<file path="config.mk">
export PLATFORM = sky130hd
export DESIGN_NAME = neuron_mac_activation
export DESIGN_NICKNAME = d
export VERILOG_FILES = /design/src/design/nma_pkg.sv /design/src/design/neuron_mac_activation.sv
export VERILOG_INCLUDE_DIRS = /design/src /design/src/design
export SDC_FILE = /design/constraint.sdc
export NUM_CORES = 2
export LEC_CHECK = 0
export BUFFER_PORTS_ARGS = -buffer_cell sky130_fd_sc_hd__buf_2
export CAP_MARGIN = 5
export CORE_MARGIN = 5
export CORE_UTILIZATION = 45
export CTS_CLUSTER_DIAMETER = 100
export DETAILED_ROUTE_END_ITERATION = 7
export SLEW_MARGIN = 10
export SYNTH_ARGS = -nofsm -noshare
export SYNTH_HDL_FRONTEND = slang
export SYNTH_SLANG_ARGS = --single-unit
</file>
<file path="constraint.sdc">
create_clock -name clk -period 6.25 [get_ports clk]
set_clock_uncertainty 0.2 [all_clocks]
set_input_delay 0.625 -clock clk [delete_from_list [all_inputs] [get_ports clk]]
set_output_delay 0.625 -clock clk [all_outputs]
set_load 0.03 [all_outputs]
</file>
<file path="src/design/neuron_mac_activation_defines.svh">
// ---------------------------------------------------------------------------
// Neuron MAC and activation: assertion macros
// Shared assertion forms, clocked on clk and disabled while arst_n is low.
// ---------------------------------------------------------------------------
`ifndef NEURON_MAC_ACTIVATION_DEFINES_SVH
`define NEURON_MAC_ACTIVATION_DEFINES_SVH

// The consequent must hold in the same cycle as the antecedent.
`define NMA_ASSERT_SAME(label, ante, cons, msg) \
	label: assert property (@(posedge clk) disable iff (!arst_n) (ante) |-> (cons)) \
		else $error(msg);

// The consequent must hold in the cycle after the antecedent.
`define NMA_ASSERT_NEXT(label, ante, cons, msg) \
	label: assert property (@(posedge clk) disable iff (!arst_n) (ante) |=> (cons)) \
		else $error(msg);

`endif

</file>
<file path="src/design/nma_pkg.sv">
// ---------------------------------------------------------------------------
// Neuron MAC and activation: package
// Activation codes, fixed constants and the sigmoid lookup table.
// ---------------------------------------------------------------------------
`timescale 1ns / 1ps

package nma_pkg;

	typedef enum logic [1:0] {
		ACT_SIGMOID  = 2'd0,
		ACT_RELU     = 2'd1,
		ACT_LEAKY    = 2'd2,
		ACT_IDENTITY = 2'd3
	} act_mode_t;

	localparam int MODE_W      = 2;
	localparam int SIG_ENTRIES = 256;
	localparam int SIG_IDX_W   = 8;
	localparam int SIG_FRAC    = 16;
	localparam int LEAKY_MUL   = 655;
	localparam int LEAKY_SHIFT = 16;
	localparam logic [63:0] EXP_STEP = 64'd4162825045;

	typedef logic [SIG_ENTRIES-1:0][SIG_FRAC-1:0] sig_rom_t;

	// Sigmoid at the bin centres (2i - 255)/32 in Q0.16, rounded to nearest.
	// The exponential runs as a recurrence in Q0.32; the quotient is formed
	// by restoring division so that the table is settled at elaboration.
	function automatic sig_rom_t build_sig_rom();
		sig_rom_t    rom;
		logic [63:0] e;
		logic [63:0] den;
		logic [63:0] num;
		logic [63:0] quo;
		logic [63:0] rem;
		int          k;
		int          b;
		rom = '0;
		e = EXP_STEP;
		for (k = 0; k < SIG_ENTRIES / 2; k++) begin
			den = (64'd1 << 32) + e;
			num = (64'd1 << 48) + (den >> 1);
			quo = '0;
			rem = '0;
			for (b = 63; b >= 0; b--) begin
				rem = {rem[62:0], num[b]};
				if (rem >= den) begin
					rem    = rem - den;
					quo[b] = 1'b1;
				end
			end
			rom[SIG_ENTRIES / 2 + k]     = quo[SIG_FRAC-1:0];
			rom[SIG_ENTRIES / 2 - 1 - k] = SIG_FRAC'((64'd1 << SIG_FRAC) - quo);
			e = (e * EXP_STEP + (64'd1 << 31)) >> 32;
			e = (e * EXP_STEP + (64'd1 << 31)) >> 32;
		end
		return rom;
	endfunction

	localparam sig_rom_t SIG_ROM = build_sig_rom();

endpackage

</file>
<file path="src/design/neuron_mac_activation.sv">
// ---------------------------------------------------------------------------
// Neuron MAC and activation
// Multiply-accumulate over one node's weight and source pairs, then the
// configured activation on the node potential.
// ---------------------------------------------------------------------------
// Usage. Input transfers on the s_ channel carry weight, source value and
// bias in s_tdata; s_tuser flags the first pair of a node (the bias loads the
// accumulator) and s_tlast flags the final pair. Each node gives exactly one
// result transfer on the m_ channel: the activated value in m_tdata and, in
// m_tuser, a flag set when any clip happened during that node.
// The cfg_ channel writes the activation mode; it is always ready and should
// only be written while no node is in flight.
// Throughput is one input transfer per cycle unless a final pair waits for
// stage 3. A result passes the input, product, sum and output registers. The
// saturating accumulate bounds the rate; its loop closes through acc_q.
// Reset clears the pipeline valids, the accumulator, the clip flag and sets
// the mode to sigmoid. When the receiver stalls, the result is held in the
// output register; the stages behind it keep taking pairs into bubbles, and
// pairs that end no node are summed even while an earlier result waits.
// ---------------------------------------------------------------------------
`timescale 1ns / 1ps

module neuron_mac_activation #(
	parameter int DATA_WIDTH = 16,
	parameter int FRAC_BITS  = 12,
	parameter int ACC_WIDTH  = 40
) (
	input  logic                                     clk,
	input  logic                                     arst_n,
	// Input stream. s_tdata, from bit 0: weight, source_value, bias.
	input  logic                                     s_tvalid,
	output logic                                     s_tready,
	input  logic [((3*DATA_WIDTH+7)/8)*8-1:0]        s_tdata,
	input  logic                                     s_tuser,   // first
	input  logic                                     s_tlast,   // last
	// Result stream. m_tdata, from bit 0: activation.
	output logic                                     m_tvalid,
	input  logic                                     m_tready,
	output logic [((DATA_WIDTH+7)/8)*8-1:0]          m_tdata,
	output logic                                     m_tuser,   // saturated
	// Configuration write: activation mode.
	input  logic                                     cfg_valid,
	output logic                                     cfg_ready,
	input  logic [nma_pkg::MODE_W-1:0]               cfg_data
);

	import nma_pkg::*;

	localparam int DW    = DATA_WIDTH;
	localparam int FB    = FRAC_BITS;
	localparam int AW    = ACC_WIDTH;
	localparam int OUT_W = ((DATA_WIDTH + 7) / 8) * 8;
	// Product and scaled bias are clamped to the accumulator range in a
	// width that holds both the raw value and the accumulator.
	localparam int PMW   = (2 * DW > AW) ? 2 * DW : AW;
	localparam int BMW   = (DW + FB > AW) ? DW + FB : AW;
	// Potential width and the common width of the activation arithmetic.
	localparam int PW    = AW - FB;
	localparam int CW0   = (PW > FB + 6) ? PW : FB + 6;
	localparam int CW1   = (CW0 > DW + 1) ? CW0 : DW + 1;
	localparam int CW    = (CW1 > 25) ? CW1 : 25;
	localparam int SIG_LSH = (FB >= SIG_FRAC) ? FB - SIG_FRAC : 0;
	localparam int SIG_RSH = (FB >= SIG_FRAC) ? 0 : SIG_FRAC - FB;
	localparam bit LK_CLAMP = (PW > 53);

	localparam logic signed [PMW-1:0] PROD_HI = {{(PMW-AW+1){1'b0}}, {(AW-1){1'b1}}};
	localparam logic signed [PMW-1:0] PROD_LO = ~PROD_HI;
	localparam logic signed [BMW-1:0] BIAS_HI = {{(BMW-AW+1){1'b0}}, {(AW-1){1'b1}}};
	localparam logic signed [BMW-1:0] BIAS_LO = ~BIAS_HI;
	localparam logic signed [AW-1:0]  ACC_HI  = {1'b0, {(AW-1){1'b1}}};
	localparam logic signed [AW-1:0]  ACC_LO  = ~ACC_HI;
	localparam logic signed [CW-1:0]  D_HI    = {{(CW-DW+1){1'b0}}, {(DW-1){1'b1}}};
	localparam logic signed [CW-1:0]  D_LO    = ~D_HI;
	localparam logic signed [CW-1:0]  SIG_HI  = CW'((64'd8 << FB) - 64'd1);
	localparam logic signed [CW-1:0]  SIG_LO  = ~SIG_HI;
	localparam logic signed [CW-1:0]  LK_FLOOR = ~CW'((65'd1 << 52) - 65'd1);

	// Stage 1: input register.
	logic                    vld_s1;
	logic signed [DW-1:0]    weight_s1;
	logic signed [DW-1:0]    source_s1;
	logic signed [DW-1:0]    bias_s1;
	logic                    first_s1;
	logic                    last_s1;

	// Stage 2: clamped product and scaled bias.
	logic                    vld_s2;
	logic signed [AW-1:0]    prod_s2;
	logic                    pclip_s2;
	logic signed [AW-1:0]    bias_s2;
	logic                    bclip_s2;
	logic                    first_s2;
	logic                    last_s2;

	// Stage 3: finished node sum.
	logic                    vld_s3;
	logic signed [AW-1:0]    sum_s3;
	logic                    clip_s3;

	// Stage 4: output register.
	logic                    vld_s4;
	logic signed [DW-1:0]    act_s4;
	logic                    sat_s4;

	// Accumulator state and configuration.
	logic signed [AW-1:0]    acc_q;
	logic                    clip_q;
	act_mode_t               mode_q;

	logic rdy1;
	logic rdy2;
	logic rdy3;
	logic rdy4;
	logic take2;

	// Each stage may load when it is empty or its content moves on. Pairs
	// that end no node never occupy stage 3, so they pass a waiting result.
	assign rdy4  = !vld_s4 || m_tready;
	assign rdy3  = !vld_s3 || rdy4;
	assign rdy2  = !vld_s2 || !last_s2 || rdy3;
	assign rdy1  = !vld_s1 || rdy2;
	assign take2 = vld_s2 && (!last_s2 || rdy3);

	assign s_tready  = rdy1;
	assign cfg_ready = 1'b1;
	assign m_tvalid  = vld_s4;
	assign m_tdata   = OUT_W'($unsigned(act_s4));
	assign m_tuser   = sat_s4;

	// ---- stage 2 logic: multiply and clamp -------------------------------
	logic signed [2*DW-1:0] prod_c;
	logic signed [PMW-1:0]  prod_x;
	logic signed [PMW-1:0]  prod_sat;
	logic                   prod_clip;
	logic signed [BMW-1:0]  bias_x;
	logic signed [BMW-1:0]  bias_sat;
	logic                   bias_clip;

	always_comb begin
		prod_c    = weight_s1 * source_s1;
		prod_x    = PMW'(prod_c);
		prod_clip = 1'b1;
		if (prod_x > PROD_HI) begin
			prod_sat = PROD_HI;
		end else if (prod_x < PROD_LO) begin
			prod_sat = PROD_LO;
		end else begin
			prod_sat  = prod_x;
			prod_clip = 1'b0;
		end
		bias_x    = BMW'(bias_s1) <<< FB;
		bias_clip = 1'b1;
		if (bias_x > BIAS_HI) begin
			bias_sat = BIAS_HI;
		end else if (bias_x < BIAS_LO) begin
			bias_sat = BIAS_LO;
		end else begin
			bias_sat  = bias_x;
			bias_clip = 1'b0;
		end
	end

	// ---- stage 3 logic: saturating accumulate ----------------------------
	logic signed [AW-1:0] acc_base;
	logic                 base_clip;
	logic signed [AW:0]   acc_sum;
	logic                 add_ovf;
	logic signed [AW-1:0] acc_next;
	logic                 clip_next;

	always_comb begin
		acc_base  = first_s2 ? bias_s2 : acc_q;
		base_clip = first_s2 ? bclip_s2 : clip_q;
		acc_sum   = {acc_base[AW-1], acc_base} + {prod_s2[AW-1], prod_s2};
		add_ovf   = acc_sum[AW] ^ acc_sum[AW-1];
		if (add_ovf) begin
			acc_next = acc_sum[AW] ? ACC_LO : ACC_HI;
		end else begin
			acc_next = acc_sum[AW-1:0];
		end
		clip_next = base_clip | pclip_s2 | add_ovf;
	end

	// ---- stage 4 logic: activation and output clamp ----------------------
	// The potential is the node sum shifted right by FB, toward minus
	// infinity, which is simply its upper bits.
	logic signed [PW-1:0]   pot;
	logic signed [CW-1:0]   pw;
	logic signed [CW-1:0]   sig_in;
	logic signed [CW-1:0]   sig_off;
	logic [SIG_IDX_W-1:0]   sig_idx;
	logic signed [CW-1:0]   sig_val;
	logic signed [CW-1:0]   lk_in;
	logic signed [CW+10:0]  lk_prod;
	logic signed [CW+10:0]  lk_shift;
	logic signed [CW-1:0]   act_val;
	logic signed [CW-1:0]   act_sat;
	logic                   out_clip;

	always_comb begin
		pot = $signed(sum_s3[AW-1:FB]);
		pw  = CW'(pot);

		if (pw > SIG_HI) begin
			sig_in = SIG_HI;
		end else if (pw < SIG_LO) begin
			sig_in = SIG_LO;
		end else begin
			sig_in = pw;
		end
		sig_off = sig_in - SIG_LO;
		sig_idx = sig_off[FB+3:FB-4];
		sig_val = $signed((CW'(SIG_ROM[sig_idx]) << SIG_LSH) >> SIG_RSH);

		lk_in = (LK_CLAMP && (pw < LK_FLOOR)) ? LK_FLOOR : pw;
		lk_prod  = (CW+11)'(lk_in) * (CW+11)'(LEAKY_MUL);
		lk_shift = lk_prod >>> LEAKY_SHIFT;

		case (mode_q)
			ACT_SIGMOID: begin
				act_val = sig_val;
			end
			ACT_RELU: begin
				act_val = pw[CW-1] ? '0 : pw;
			end
			ACT_LEAKY: begin
				act_val = pw[CW-1] ? CW'(lk_shift) : pw;
			end
			default: begin
				act_val = pw;
			end
		endcase

		out_clip = 1'b1;
		if (act_val > D_HI) begin
			act_sat = D_HI;
		end else if (act_val < D_LO) begin
			act_sat = D_LO;
		end else begin
			act_sat  = act_val;
			out_clip = 1'b0;
		end
	end

	// ---- control registers -----------------------------------------------
	always_ff @(posedge clk or negedge arst_n) begin
		if (!arst_n) begin
			vld_s1 <= 1'b0;
			vld_s2 <= 1'b0;
			vld_s3 <= 1'b0;
			vld_s4 <= 1'b0;
			acc_q  <= '0;
			clip_q <= 1'b0;
			mode_q <= ACT_SIGMOID;
		end else begin
			if (rdy1) begin
				vld_s1 <= s_tvalid;
			end
			if (rdy2) begin
				vld_s2 <= vld_s1;
			end
			if (rdy3) begin
				vld_s3 <= take2 && last_s2;
			end
			if (rdy4) begin
				vld_s4 <= vld_s3;
			end
			// A node's final pair hands its sum on and leaves the
			// accumulator clear for the next node.
			if (take2) begin
				if (last_s2) begin
					acc_q  <= '0;
					clip_q <= 1'b0;
				end else begin
					acc_q  <= acc_next;
					clip_q <= clip_next;
				end
			end
			if (cfg_valid && cfg_ready) begin
				mode_q <= act_mode_t'(cfg_data);
			end
		end
	end

	// ---- payload registers -----------------------------------------------
	always_ff @(posedge clk) begin
		if (rdy1 && s_tvalid) begin
			weight_s1 <= $signed(s_tdata[DW-1:0]);
			source_s1 <= $signed(s_tdata[2*DW-1:DW]);
			bias_s1   <= $signed(s_tdata[3*DW-1:2*DW]);
			first_s1  <= s_tuser;
			last_s1   <= s_tlast;
		end
		if (rdy2 && vld_s1) begin
			prod_s2  <= AW'(prod_sat);
			pclip_s2 <= prod_clip;
			bias_s2  <= AW'(bias_sat);
			bclip_s2 <= bias_clip;
			first_s2 <= first_s1;
			last_s2  <= last_s1;
		end
		if (take2 && last_s2) begin
			sum_s3  <= acc_next;
			clip_s3 <= clip_next;
		end
		if (rdy4 && vld_s3) begin
			act_s4 <= DW'(act_sat);
			sat_s4 <= clip_s3 | out_clip;
		end
	end

	// ---- assertions -------------------------------------------------------
`include "neuron_mac_activation_defines.svh"

	`NMA_ASSERT_NEXT(a_acc_clear_after_last, take2 && last_s2, (acc_q == '0) && !clip_q, "accumulator not cleared after the final pair of a node")
	`NMA_ASSERT_NEXT(a_s3_holds_on_stall, vld_s3 && !rdy4, vld_s3 && $stable(sum_s3) && $stable(clip_s3), "waiting node sum lost or changed")
	`NMA_ASSERT_NEXT(a_s2_last_holds, vld_s2 && last_s2 && !rdy3, vld_s2 && last_s2 && $stable(prod_s2), "final pair left stage 2 while stage 3 was full")
	`NMA_ASSERT_SAME(a_ready_when_empty, !vld_s1, s_tready, "input not ready with an empty input register")

endmodule

</file>
==> results.py <==
metrics = {
    "final_layout": {
        "final_common_cell": "inv_1",
        "nFillCells": 5589,
        "ff_latch_area_mm2": 0.00562,
        "drive_gt1_share_pct": 20.6,
        "multiInputGateArea_mm2": 0.0212,
        "final_nets": 4130,
        "final_cell_mix": "inv_1 (518), fa_1 (350), buf_4 (313)",
        "area_growth_syn_to_layout_pct": 19.1,
        "antenna_cells": 0,
    },
    "synthesis": {
        "synthAdderAreaFrac_pct": 38.6,
        "ys_types": 92,
        "syn_area_mm2": 0.0283,
        "synth_edf_count": 148,
        "ys.flop_type": "edfxtp_1",
        "ys_warn_count": 0,
        "yosys.area_share.simple_pct": 13.6,
        "synthMuxAreaShare_pct": 1.26,
        "synth_compound_gate_area_share_pct": 14.4,
        "syn_nets": 3804,
        "async_flop_share_pct": 24.1,
        "yosysSeqAreaShare_pct": 19.8,
        "ys_ff_latch": 195,
        "avgSynthCellArea_um2": 9.15,
        "synth_top_family_by_area": "adder cells",
        "synthCells": 3099,
        "synth_xor_area_share_pct": 3.18,
    },
    "floorplanning": {
        "coreArea_mm2": 0.0627,
        "start_util_pct": 45.2,
        "die_w_um": 261,
        "rows": 92,
        "die_h_um": 261,
        "dieArea_mm2": 0.0681,
        "io-pin-count": 77,
    },
    "detailed_routing": {
        "drc": 0,
        "first_pass_iters": 5,
        "wire_per_inst_um": 20.2,
        "vias": 23516,
        "wirelength_mm": 86.6,
        "ant_nets": 0,
        "via_per_inst": 5.49,
        "drt_iter0_drc": 1454,
    },
    "run_status": {
        "violations": "setup timing",
        "status": "finished with violations",
    },
    "grt": {
        "grt_use_met2_pct": 44.1,
        "grt_pass1_vias": 24822,
        "grt_usage_pct": 25.5,
        "antenna_found_initial": 0,
        "top_usage_layer": "met2",
        "use_met1_pct": 32.3,
        "grt_pass1_wl_mm": 137,
        "met3_usage_pct": 3.65,
        "overflow": 0,
        "grt_max_degree": 53,
    },
    "worst_setup_path": {
        "end_kind": "register",
        "critical_path_class": "reg2reg",
        "cp_max_fo": 6,
        "cp.required_ns": 6.30,
        "worstPathArrival_ns": 6.40,
        "critPathLaunchType": "register",
    },
    "placed_design": {
        "portBuffers": 75,
        "place_congestion": 0.972,
        "dp_hpwl_mm": 68.9,
    },
    "flow_run": {
        "drv_cap": 0,
    },
    "cts": {
        "cts_made_buffers": 17,
        "cts_sinks": 195,
        "cts_hold_buffers": 0,
        "htree_num_levels": 4,
        "clock_latency_ns": 0.49,
        "cts_root_buf": "clkbuf_16",
        "max-clock-path-buffers": 2,
        "clk_pin_slew_ns": 0.08,
        "cts_tree": "yes",
    },
    "sta": {
        "whs_ns": 0.0817,
        "max_clock_freq_ghz": 0.157,
        "finalCriticalPeriod_ns": 6.35,
        "finalMaxSlewViolations": 0,
        "slew-limit-headroom_pct": 23.6,
        "fin_ws_ns": -0.101,
        "setup_viol": 5,
        "min_period_over_period_pct": 102,
        "worstMarginPinSlew_ns": 1.14,
        "rsz0062_at_grt": "yes",
        "hold_viol": 0,
    },
    "worst_hold_path": {
        "hold_path_class": "in2async",
    },
}
-- layer usage --
| metal | part of all wire (%) | vias to the layer above | wire length [µm] |
|---|---|---|---|
| li1 | - | 10897 | - |
| met1 | 41 | 11605 | 35700 |
| met2 | 49 | 805 | 42600 |
| met3 | 5.2 | 209 | 4540 |
| met4 | 4.3 | 0 | 3740 |
| met5 | 0 | - | 0 |
-- synth_stat cells, types with 5 or more instances --
master | count | share of area [%]
a2111oi_0 | 8 | 0.25
a211oi_1 | 27 | 0.72
a21o_1 | 52 | 1.4
a21oi_1 | 159 | 2.8
a221oi_1 | 8 | 0.25
a22o_1 | 16 | 0.49
a22oi_1 | 10 | 0.26
a311oi_1 | 7 | 0.22
a31oi_1 | 30 | 0.66
and2_1 | 132 | 2.9
and3_1 | 15 | 0.33
clkbuf_1 | 111 | 1.5
dfrtp_1 | 47 | 4.1
edfxtp_1 | 148 | 16
fa_1 | 366 | 26
ha_1 | 282 | 12
inv_1 | 556 | 7.4
maj3_1 | 8 | 0.28
mux2_2 | 17 | 0.68
mux2i_1 | 15 | 0.53
nand2_1 | 303 | 4.0
nand2b_1 | 22 | 0.49
nand3_1 | 42 | 0.74
nand4_1 | 17 | 0.38
nor2_1 | 162 | 2.1
nor2b_1 | 34 | 0.75
nor3_1 | 34 | 0.60
nor3b_1 | 5 | 0.13
nor4_1 | 6 | 0.13
o2111ai_1 | 9 | 0.28
o211ai_1 | 14 | 0.37
o21a_1 | 19 | 0.50
o21ai_0 | 151 | 2.7
o21ai_1 | 5 | 0.088
o21bai_1 | 13 | 0.34
o221ai_1 | 8 | 0.25
o22ai_1 | 18 | 0.40
o31ai_1 | 13 | 0.34
o32ai_1 | 5 | 0.15
or3_1 | 13 | 0.29
xnor2_1 | 75 | 2.3
xor2_1 | 26 | 0.80
-- per-stage QoR --
stage	utilization (%)	cells	worst slack [ns]	instance area (µm²)	setup TNS, ns
global placement	50.5	4195	-0.158	31700	-0.605
detailed placement	50.5	4195	-0.193	31700	-2.59
global route	53.8	4284	-0.302	33800	-2.07
floorplan	-	3099	0.000482	28400	0
CTS	52.0	4240	-0.00482	32600	-0.00482
finish	53.8	4284	-0.101	33800	-0.196
-- worst paths after layout --
path / from / endpoint / cells after the start / slack, ns
max in group asynchronous: arst_n / acc_q[27] / 2 / 5.24
max: source_s1[6] / prod_s2[30] / 24 / -0.10
min: arst_n / mode_q[0] / 2 / 0.08
min in group clk: s_tdata[31] / source_s1[15] / 1 / 0.10
max reg2reg: source_s1[6] / prod_s2[30] / 24 / -0.10
min reg2reg: bias_s1[0] / bias_s2[12] / 0 / 0.22
-- cell type report --
cell class	instances	share of cell area (%)
clock buffers	20	1.32
multi-input cells	2225	62.9
well taps	846	3.14
flip-flops and latches	195	16.6
repair buffers	426	9.51
inverters	560	6.24
clock inverters	12	0.274
-- critical path, stage by stage (launching register included) --
cell and delay [ns]:
edfxtp_1 0.48, buf_6 0.17, buf_6 0.12, and2_4 0.14, fa_1 0.55, inv_2 0.04, fa_1 0.55, fa_1 0.44
fa_1 0.51, inv_2 0.04, fa_1 0.48, inv_2 0.04, fa_1 0.55, inv_2 0.05, ha_4 0.22, a21o_1 0.16
a21oi_2 0.18, o21bai_2 0.10, a21oi_2 0.23, a31oi_4 0.12, buf_6 0.15, o211a_1 0.25, nor2_1 0.10, a21oi_1 0.08
xor2_1 0.16
-- what timing repair did --
| item | CTS | global route |
|---|---|---|
| pin swaps | 57 | 145 |
| gates resized for setup | 72 | 174 |
| endpoints found under the setup margin | 23 | 28 |
| gates cloned | 1 | 1 |
| setup buffers | 12 | 47 |
-- registers in the layout (all words and copies together) (netlist names), 2 cells and up --
signal,flops
acc_q,40
prod_s2,33
sum_s3,28
bias_s1,16
bias_s2,16
m_tdata,16
source_s1,16
weight_s1,16
mode_q,2
-- logic make-up after synthesis --
family / Yosys count
and+or+nand+nor: 807
buffers and inverters: 680
adders and majority gates: 656
AOI/OAI and AO/OA: 624
DFF: 195
xor gates and xnor gates: 102
muxes: 33
other: 2
Power is left out: the tool's default activity adds up to more than one toggle a clock period on the data nets, which glitch-free logic cannot reach.
